<file path="config.mk">
export PLATFORM = sky130hd
export DESIGN_NAME = key_state_modifier_merger
export DESIGN_NICKNAME = d
export VERILOG_FILES = /design/src/design/ksmm_pkg.sv /design/src/design/ksmm_ram.sv /design/src/design/ksmm_front.sv /design/src/design/ksmm_back.sv /design/src/design/key_state_modifier_merger.sv
export SDC_FILE = /design/constraint.sdc
export NUM_CORES = 1
export LEC_CHECK = 0
export BUFFER_PORTS_ARGS = -buffer_cell sky130_fd_sc_hd__buf_2
export CAP_MARGIN = 10
export CORE_UTILIZATION = 40
export CTS_CLUSTER_SIZE = 30
export DETAILED_ROUTE_END_ITERATION = 8
export SLEW_MARGIN = 30
export SYNTH_ARGS = -nofsm -noshare
export SYNTH_HDL_FRONTEND = slang
export SYNTH_SLANG_ARGS = --single-unit
</file>
<file path="constraint.sdc">
create_clock -name clk -period 6.3 [get_ports clk]
set_input_delay 0.945 -clock clk [delete_from_list [all_inputs] [get_ports clk]]
set_output_delay 0.945 -clock clk [all_outputs]
set_load 0.05 [all_outputs]
</file>
<file path="src/design/ksmm_pkg.sv">
package ksmm_pkg;

	localparam int unsigned NumKeys = 256;
	localparam int unsigned CodeW   = $clog2(NumKeys);
	localparam int unsigned ModKeys = 6;
	localparam int unsigned ModW    = $clog2(ModKeys);

	typedef logic [CodeW-1:0] code_t;

	localparam code_t CodeShift  = code_t'(8'h10);
	localparam code_t CodeLShift = code_t'(8'hA0);
	localparam code_t CodeRAlt   = code_t'(8'hA5);

	typedef struct packed {
		code_t key_code;
		logic  is_press;
		logic  is_repeat;
	} evt_t;

	typedef struct packed {
		code_t out_code;
		logic  out_press;
		logic  out_repeat;
		logic  last;
	} res_t;

	typedef struct packed {
		evt_t evt;
		logic is_pair;
	} job_t;

endpackage

</file>
<file path="src/design/ksmm_ram.sv">
module ksmm_ram #(
	parameter int unsigned Width = 1,
	parameter int unsigned Depth = 256
) (
	input  logic                     clk,
	input  logic                     wr_en,
	input  logic [$clog2(Depth)-1:0] wr_addr,
	input  logic [Width-1:0]         wr_data,
	input  logic                     rd_en,
	input  logic [$clog2(Depth)-1:0] rd_addr,
	output logic [Width-1:0]         rd_data
);

	logic [Width-1:0] mem_q [Depth];
	logic [Width-1:0] rd_data_q;

	always_ff @(posedge clk) begin
		if (wr_en) begin
			mem_q[wr_addr] <= wr_data;
		end
		if (rd_en) begin
			rd_data_q <= mem_q[rd_addr];
		end
	end

	assign rd_data = rd_data_q;

endmodule

</file>
<file path="src/design/ksmm_front.sv">
module ksmm_front (
	input  logic            clk,
	input  logic            arst_n,
	input  logic            evt_valid,
	output logic            evt_ready,
	input  ksmm_pkg::evt_t  evt,
	output logic            job_valid,
	input  logic            job_pop,
	output ksmm_pkg::job_t  job
);
	import ksmm_pkg::*;

	job_t        buf_q [2];
	logic        wr_ptr_q;
	logic        rd_ptr_q;
	logic [1:0]  cnt_q;
	logic        push;
	logic        pop;
	job_t        job_new;

	// classify: left/right modifier pair codes
	always_comb begin
		job_new.evt     = evt;
		job_new.is_pair = evt.key_code inside {[CodeLShift:CodeRAlt]};
	end

	assign evt_ready = (cnt_q != 2'd2);
	assign push      = evt_valid && evt_ready;
	assign job_valid = (cnt_q != 2'd0);
	assign pop       = job_pop && job_valid;
	assign job       = buf_q[rd_ptr_q];

	always_ff @(posedge clk) begin
		if (push) begin
			buf_q[wr_ptr_q] <= job_new;
		end
	end

	always_ff @(posedge clk or negedge arst_n) begin
		if (!arst_n) begin
			wr_ptr_q <= 1'b0;
			rd_ptr_q <= 1'b0;
			cnt_q    <= 2'd0;
		end else begin
			if (push) begin
				wr_ptr_q <= ~wr_ptr_q;
			end
			if (pop) begin
				rd_ptr_q <= ~rd_ptr_q;
			end
			if (push && !pop) begin
				cnt_q <= cnt_q + 2'd1;
			end else if (pop && !push) begin
				cnt_q <= cnt_q - 2'd1;
			end
		end
	end

endmodule

</file>
<file path="src/design/ksmm_back.sv">
module ksmm_back (
	input  logic            clk,
	input  logic            arst_n,
	input  logic            job_valid,
	output logic            job_pop,
	input  ksmm_pkg::job_t  job,
	output logic            res_valid,
	input  logic            res_ready,
	output ksmm_pkg::res_t  res
);
	import ksmm_pkg::*;

	typedef enum logic [2:0] {
		StIdle = 3'b001,
		StExec = 3'b010,
		StGen  = 3'b100
	} bk_state_t;

	bk_state_t            state_q;
	bk_state_t            state_d;
	job_t                 cur_q;
	code_t                gen_q;
	logic                 gen_val_q;
	logic [NumKeys-1:0]   vld_q;
	logic [ModKeys-1:0]   mod_q;
	logic [ModKeys-1:0]   mod_n;
	logic                 vld_s2;
	logic                 byp_hit_s2;
	logic                 byp_val_s2;
	res_t                 res_q;
	logic                 res_valid_q;

	logic                 out_free;
	logic                 rd_data;
	logic                 held;
	logic                 emit;
	res_t                 emit_res;
	logic                 wr_en;
	code_t                wr_addr;
	logic                 wr_data;
	logic                 done;
	logic                 go_gen;
	logic                 issue;
	logic                 prior;
	logic                 after;
	logic [1:0]           pidx;
	logic [ModW-1:0]      mod_lo;
	logic [ModW-1:0]      mod_hi;
	code_t                gen_code;

	ksmm_ram #(
		.Width(1),
		.Depth(NumKeys)
	) u_map (
		.clk     (clk),
		.wr_en   (wr_en),
		.wr_addr (wr_addr),
		.wr_data (wr_data),
		.rd_en   (issue),
		.rd_addr (job.evt.key_code),
		.rd_data (rd_data)
	);

	assign out_free = !res_valid_q || res_ready;
	assign held     = byp_hit_s2 ? byp_val_s2 : (vld_s2 & rd_data);
	assign pidx     = cur_q.evt.key_code[2:1];
	assign mod_lo   = {pidx, 1'b0};
	assign mod_hi   = {pidx, 1'b1};
	assign gen_code = CodeShift + code_t'(pidx);

	always_comb begin
		mod_n = mod_q;
		if (cur_q.is_pair) begin
			mod_n[cur_q.evt.key_code[ModW-1:0]] = cur_q.evt.is_press;
		end
		prior = mod_q[mod_lo] | mod_q[mod_hi];
		after = mod_n[mod_lo] | mod_n[mod_hi];
	end

	always_comb begin
		emit     = 1'b0;
		emit_res = '0;
		wr_en    = 1'b0;
		wr_addr  = cur_q.evt.key_code;
		wr_data  = cur_q.evt.is_press;
		done     = 1'b0;
		go_gen   = 1'b0;
		case (state_q)
			StExec: begin
				emit_res.out_code   = cur_q.evt.key_code;
				emit_res.out_press  = cur_q.evt.is_press;
				emit_res.out_repeat = cur_q.evt.is_press & cur_q.evt.is_repeat;
				emit_res.last       = 1'b1;
				if (cur_q.evt.is_press && held) begin
					// held key pressed again: forwarded, map untouched
					emit = out_free;
					done = out_free;
				end else if (!cur_q.evt.is_press && !held) begin
					done = 1'b1;
				end else if (out_free) begin
					wr_en = 1'b1;
					emit  = 1'b1;
					if (cur_q.is_pair && (prior != after)) begin
						emit_res.last = 1'b0;
						go_gen        = 1'b1;
					end else begin
						done = 1'b1;
					end
				end
			end
			StGen: begin
				emit_res.out_code   = gen_q;
				emit_res.out_press  = gen_val_q;
				emit_res.out_repeat = 1'b0;
				emit_res.last       = 1'b1;
				wr_addr             = gen_q;
				wr_data             = gen_val_q;
				if (out_free) begin
					wr_en = 1'b1;
					emit  = 1'b1;
					done  = 1'b1;
				end
			end
			default: begin
			end
		endcase
	end

	assign issue   = job_valid && ((state_q == StIdle) || done);
	assign job_pop = issue;

	always_comb begin
		if (go_gen) begin
			state_d = StGen;
		end else if (issue) begin
			state_d = StExec;
		end else if (done) begin
			state_d = StIdle;
		end else begin
			state_d = state_q;
		end
	end

	always_ff @(posedge clk) begin
		if (issue) begin
			cur_q      <= job;
			byp_val_s2 <= wr_data;
		end
		if (go_gen) begin
			gen_q     <= gen_code;
			gen_val_q <= after;
		end
		if (emit) begin
			res_q <= emit_res;
		end
	end

	always_ff @(posedge clk or negedge arst_n) begin
		if (!arst_n) begin
			state_q     <= StIdle;
			vld_q       <= '0;
			mod_q       <= '0;
			vld_s2      <= 1'b0;
			byp_hit_s2  <= 1'b0;
			res_valid_q <= 1'b0;
		end else begin
			state_q <= state_d;
			if (wr_en) begin
				vld_q[wr_addr] <= 1'b1;
			end
			if (wr_en && (state_q == StExec) && cur_q.is_pair) begin
				mod_q <= mod_n;
			end
			if (issue) begin
				// catch a write landing on the address being read this cycle
				vld_s2     <= vld_q[job.evt.key_code];
				byp_hit_s2 <= wr_en && (wr_addr == job.evt.key_code);
			end
			if (emit) begin
				res_valid_q <= 1'b1;
			end else if (res_ready) begin
				res_valid_q <= 1'b0;
			end
		end
	end

	assign res_valid = res_valid_q;
	assign res       = res_q;

endmodule

</file>
<file path="src/design/key_state_modifier_merger.sv">
// path: an accepted event goes into the front queue, then the back end's job register,
// and its result into the output register; one event per cycle unless res_ready stalls
// for one result; a generic result also needs StGen, as the key map has one write port
// reset: arst_n clears the key valid bits so every key reads as up, and empties the queue
// and the output register
module key_state_modifier_merger (
	input  logic            clk,
	input  logic            arst_n,
	input  logic            evt_valid,
	output logic            evt_ready,
	input  ksmm_pkg::evt_t  evt,
	output logic            res_valid,
	input  logic            res_ready,
	output ksmm_pkg::res_t  res
);
	import ksmm_pkg::*;

	logic job_valid;
	logic job_pop;
	job_t job;

	ksmm_front u_front (
		.clk       (clk),
		.arst_n    (arst_n),
		.evt_valid (evt_valid),
		.evt_ready (evt_ready),
		.evt       (evt),
		.job_valid (job_valid),
		.job_pop   (job_pop),
		.job       (job)
	);

	ksmm_back u_back (
		.clk       (clk),
		.arst_n    (arst_n),
		.job_valid (job_valid),
		.job_pop   (job_pop),
		.job       (job),
		.res_valid (res_valid),
		.res_ready (res_ready),
		.res       (res)
	);

endmodule
</file>
==> impl_results.md <==
* R2R depth at 10
* Hpwl dp at 38.5 mm
* Cell variety after synth at 71
* Worst clock skew at 0.0244 ns
* Pre-antenna DRT Iters at 6
* Leakage Power at 10.2 nW
* Gpl congestion at 0.826
* VDD IR max at 0.000313 V
* WP data arrival at 4.26 ns
* Die Ht at between 200 and 300 um
* WS Path Type: reg -> reg
* Area growth, synth to finish at 11.2%
* # hold bufs at CTS at 0
* Sequential element share of the synthesized area at a little under two thirds
* Comb power frac at approximately a third
* Outcome: completed
* Antenna cells at 0
* Post-CTS Resized at 0
* Vias per cell at 5.51
* Achievable Freq at 0.266 GHz
* Initial Utilization at 40.5%
* Synth area leader: edfxtp_1
* #FFs+latches synth at roughly 580
* Die Wd at 252 um
* GRT Total Usage at about a fifth
* Final hold viol count at 0
* # fillers at 5691
* Post-synth EDFFs at 305
* Mapped Area at 25000 um^2
* FP Rows at 91
* Mean Syn Cell Area at 11.8 um^2
* Sequential power share at 39.4%
* Worst EP required at 6.80 ns
* Vias in the first global route at around 16k
* Mapped Nets at approximately 2.1k
* Initial DRC count at between 1.5k and 2k
* CORE AREA at 61700 um^2
* Ports at 27
* CTS root buf: clkbuf_16
* Share of cells above drive strength 1 at 16.9%
* Actual slew at the worst max-slew pin at 0.948 ns
* Synth Flop Type: edfxtp_1
* Max clock buf depth at 3
* Post-Place Cell Area at 25900 um^2
* Synth warn at 0
* H-tree depth at 2
* Average wire per standard cell at 22.2 um
* # clock sinks at 577
* Mapped Cells at 2123
* CP Capture Type: flop
* Setup tns final at 0 ns
* Final setup violating endpoints at 0
* Final antenna-violating net count at 0
* Hold Path Class: in -> async
* Initial antenna violation count at 0
* Power share of the clock group at 26.9%
* Vias at 16.5k
* Final nets at about 2.1k
* Largest net degree at the start of global routing at 149
* Drt total wl at roughly 67 mm
* Crit path launch type: flop
* First-pass GRT wire length at 101 mm
* Num CTS Buffers at 58
* Tmin final at 3.76 ns
* Sw Ratio at 36.8%
* Total gr overflow at 0
* Power Density at 454 nW/um^2
* RSZ-0062 raised after global routing: no
* Critical Path Fanout Max at 49
* Share of the synthesized area in the top cell type at 36.6%
* Ys async rst share at a little under half
* Final Slew Violations at 0
* Max Cap Viol at 0
* Synth area leaders: edfxtp_1, dfrtp_1, mux2i_1, nand2_1, nor2_1
* # port buffers at 26
* Rel. slew slack at 36.8%
* Post-CTS setup repair buffer count at 0
* Die Footprint at 63500 um^2
* Design internal power at 7.97 mW
* # DRC at 0
* CTS tree: done
* Fin area at 27800 um^2
* Fin crit share at between 50% and 60%
* NetSw at 4.65 mW
* Clock Latency Late Sink at 0.63 ns
* CTS clk-pin slew, worst paths at ~0.06 ns
[metal layers]
layer	vias up	wire length, um	GRT usage, %
li1	7425	-	-
met4	2	2110	7.57
met3	133	4520	3.31
met5	-	58	0.695
met2	557	31100	33.3
met1	8393	28800	29.5
[path summary, 6_finish.rpt]
check,from,end,slack [ns]
max in group asynchronous,arst_n,u_back.vld_q[245],4.65
max,u_front.rd_ptr_q,u_back.vld_s2,2.54
max reg2reg,u_front.rd_ptr_q,u_back.vld_s2,2.54
min,arst_n,u_back.vld_q[20],0.39
min in group clk,u_back.vld_q[83],u_back.vld_q[83],0.46
min reg2reg,u_back.vld_q[83],u_back.vld_q[83],0.46
[power groups by stage]
stage                     clock network, mW  registers (mW)  logic, mW
after global placement                    0            5.02       4.16
final                                  3.40            4.96       4.25
after floorplan                           0            5.08       2.86
after global routing                   3.60            5.00       4.56
after CTS                              3.46            4.96       4.23
after detailed placement                  0            5.03       4.23
[cells by family (layout without fill, tap and decap cells)]
family          count (synthesis)  in the layout  synth area share [%]
xor+xnor                       11             11                 0.386
mux                           174            174                  8.14
compound gates                172            172                  5.30
fa+ha+maj                       1              1                0.0501
buf+inv                       155            192                  2.95
simple gates                 1033           1033                  19.3
flops                         577            577                  63.9
[critical path: stages (launching register included)]
cell and delay, ns:
dfrtp_1 0.32, buf_4 0.32, mux2i_4 0.42, buf_4 0.63
mux2i_1 0.26, mux2i_1 0.10, mux2i_1 0.30, o221ai_1 0.15
nor4_1 0.66, o32ai_1 0.14, mux2_2 0.28
[Yosys cell counts, drive strengths merged, types with 32 or more instances]
cell type	number
a311oi	36
and3	42
buf	57
clkbuf	79
dfrtp	271
edfxtp	305
mux2i	134
nand2	335
nand3	89
nor2	282
o21bai	32
or2	225
[placed cells by master (no fill, tap or decap), drive strengths merged, types with 8 or more instances in the layout]
cell type / n
mux2: 21
a32oi: 12
mux4: 19
o21ai: 8
a311oi: 36
or2: 225
a31oi: 16
buf: 63
nor2: 282
o21bai: 32
clkbuf: 91
a21oi: 11
or3: 10
o31ai: 15
nand2: 335
xnor2: 8
mux2i: 134
clkinv: 13
nand3: 89
and3: 42
nor3: 12
nand4: 10
inv: 21
dfrtp: 271
edfxtp: 305
[flip-flops by register name, indices dropped and copies added (netlist names), 2 cells and up]
name / flops
u_back.state_q: 3
u_front.cnt_q: 2
u_back.mod_q: 6
u_back.gen_q: 2
u_back.u_map.mem_q: 256
u_back.cur_q: 11
u_back.vld_q: 256
u_back.res: 11
u_front.buf_q: 22
[metrics by stage]
step | total power, mW | hold slack [ns] | std cells | setup WS (ns) | util [%]
6_report | 12.6 | 0.394 | 2997 | 2.54 | 45.0
5_1_grt | 13.2 | 0.434 | 2997 | 2.38 | 45.0
4_1_cts | 12.7 | 0.403 | 2997 | 2.61 | 45.0
3_5_place_dp | 9.25 | 0.449 | 2887 | 2.62 | 42.0
3_3_place_gp | 9.18 | 0.445 | 2887 | 2.63 | 42.0
2_1_floorplan | 7.95 | 0.427 | 2123 | 1.18 | -
[layout make-up]
type | count | area [um^2] | area share, %
sequential | 577 | 16000 | 57.5
multi-input combinational | 1391 | 8350 | 30.1
clock buffer | 91 | 1700 | 6.10
clock inverter | 19 | 171 | 0.617
inverter | 19 | 78.8 | 0.284
timing repair buffer | 63 | 468 | 1.68
tap | 837 | 1050 | 3.77
(Power assumes the default switching activity.)
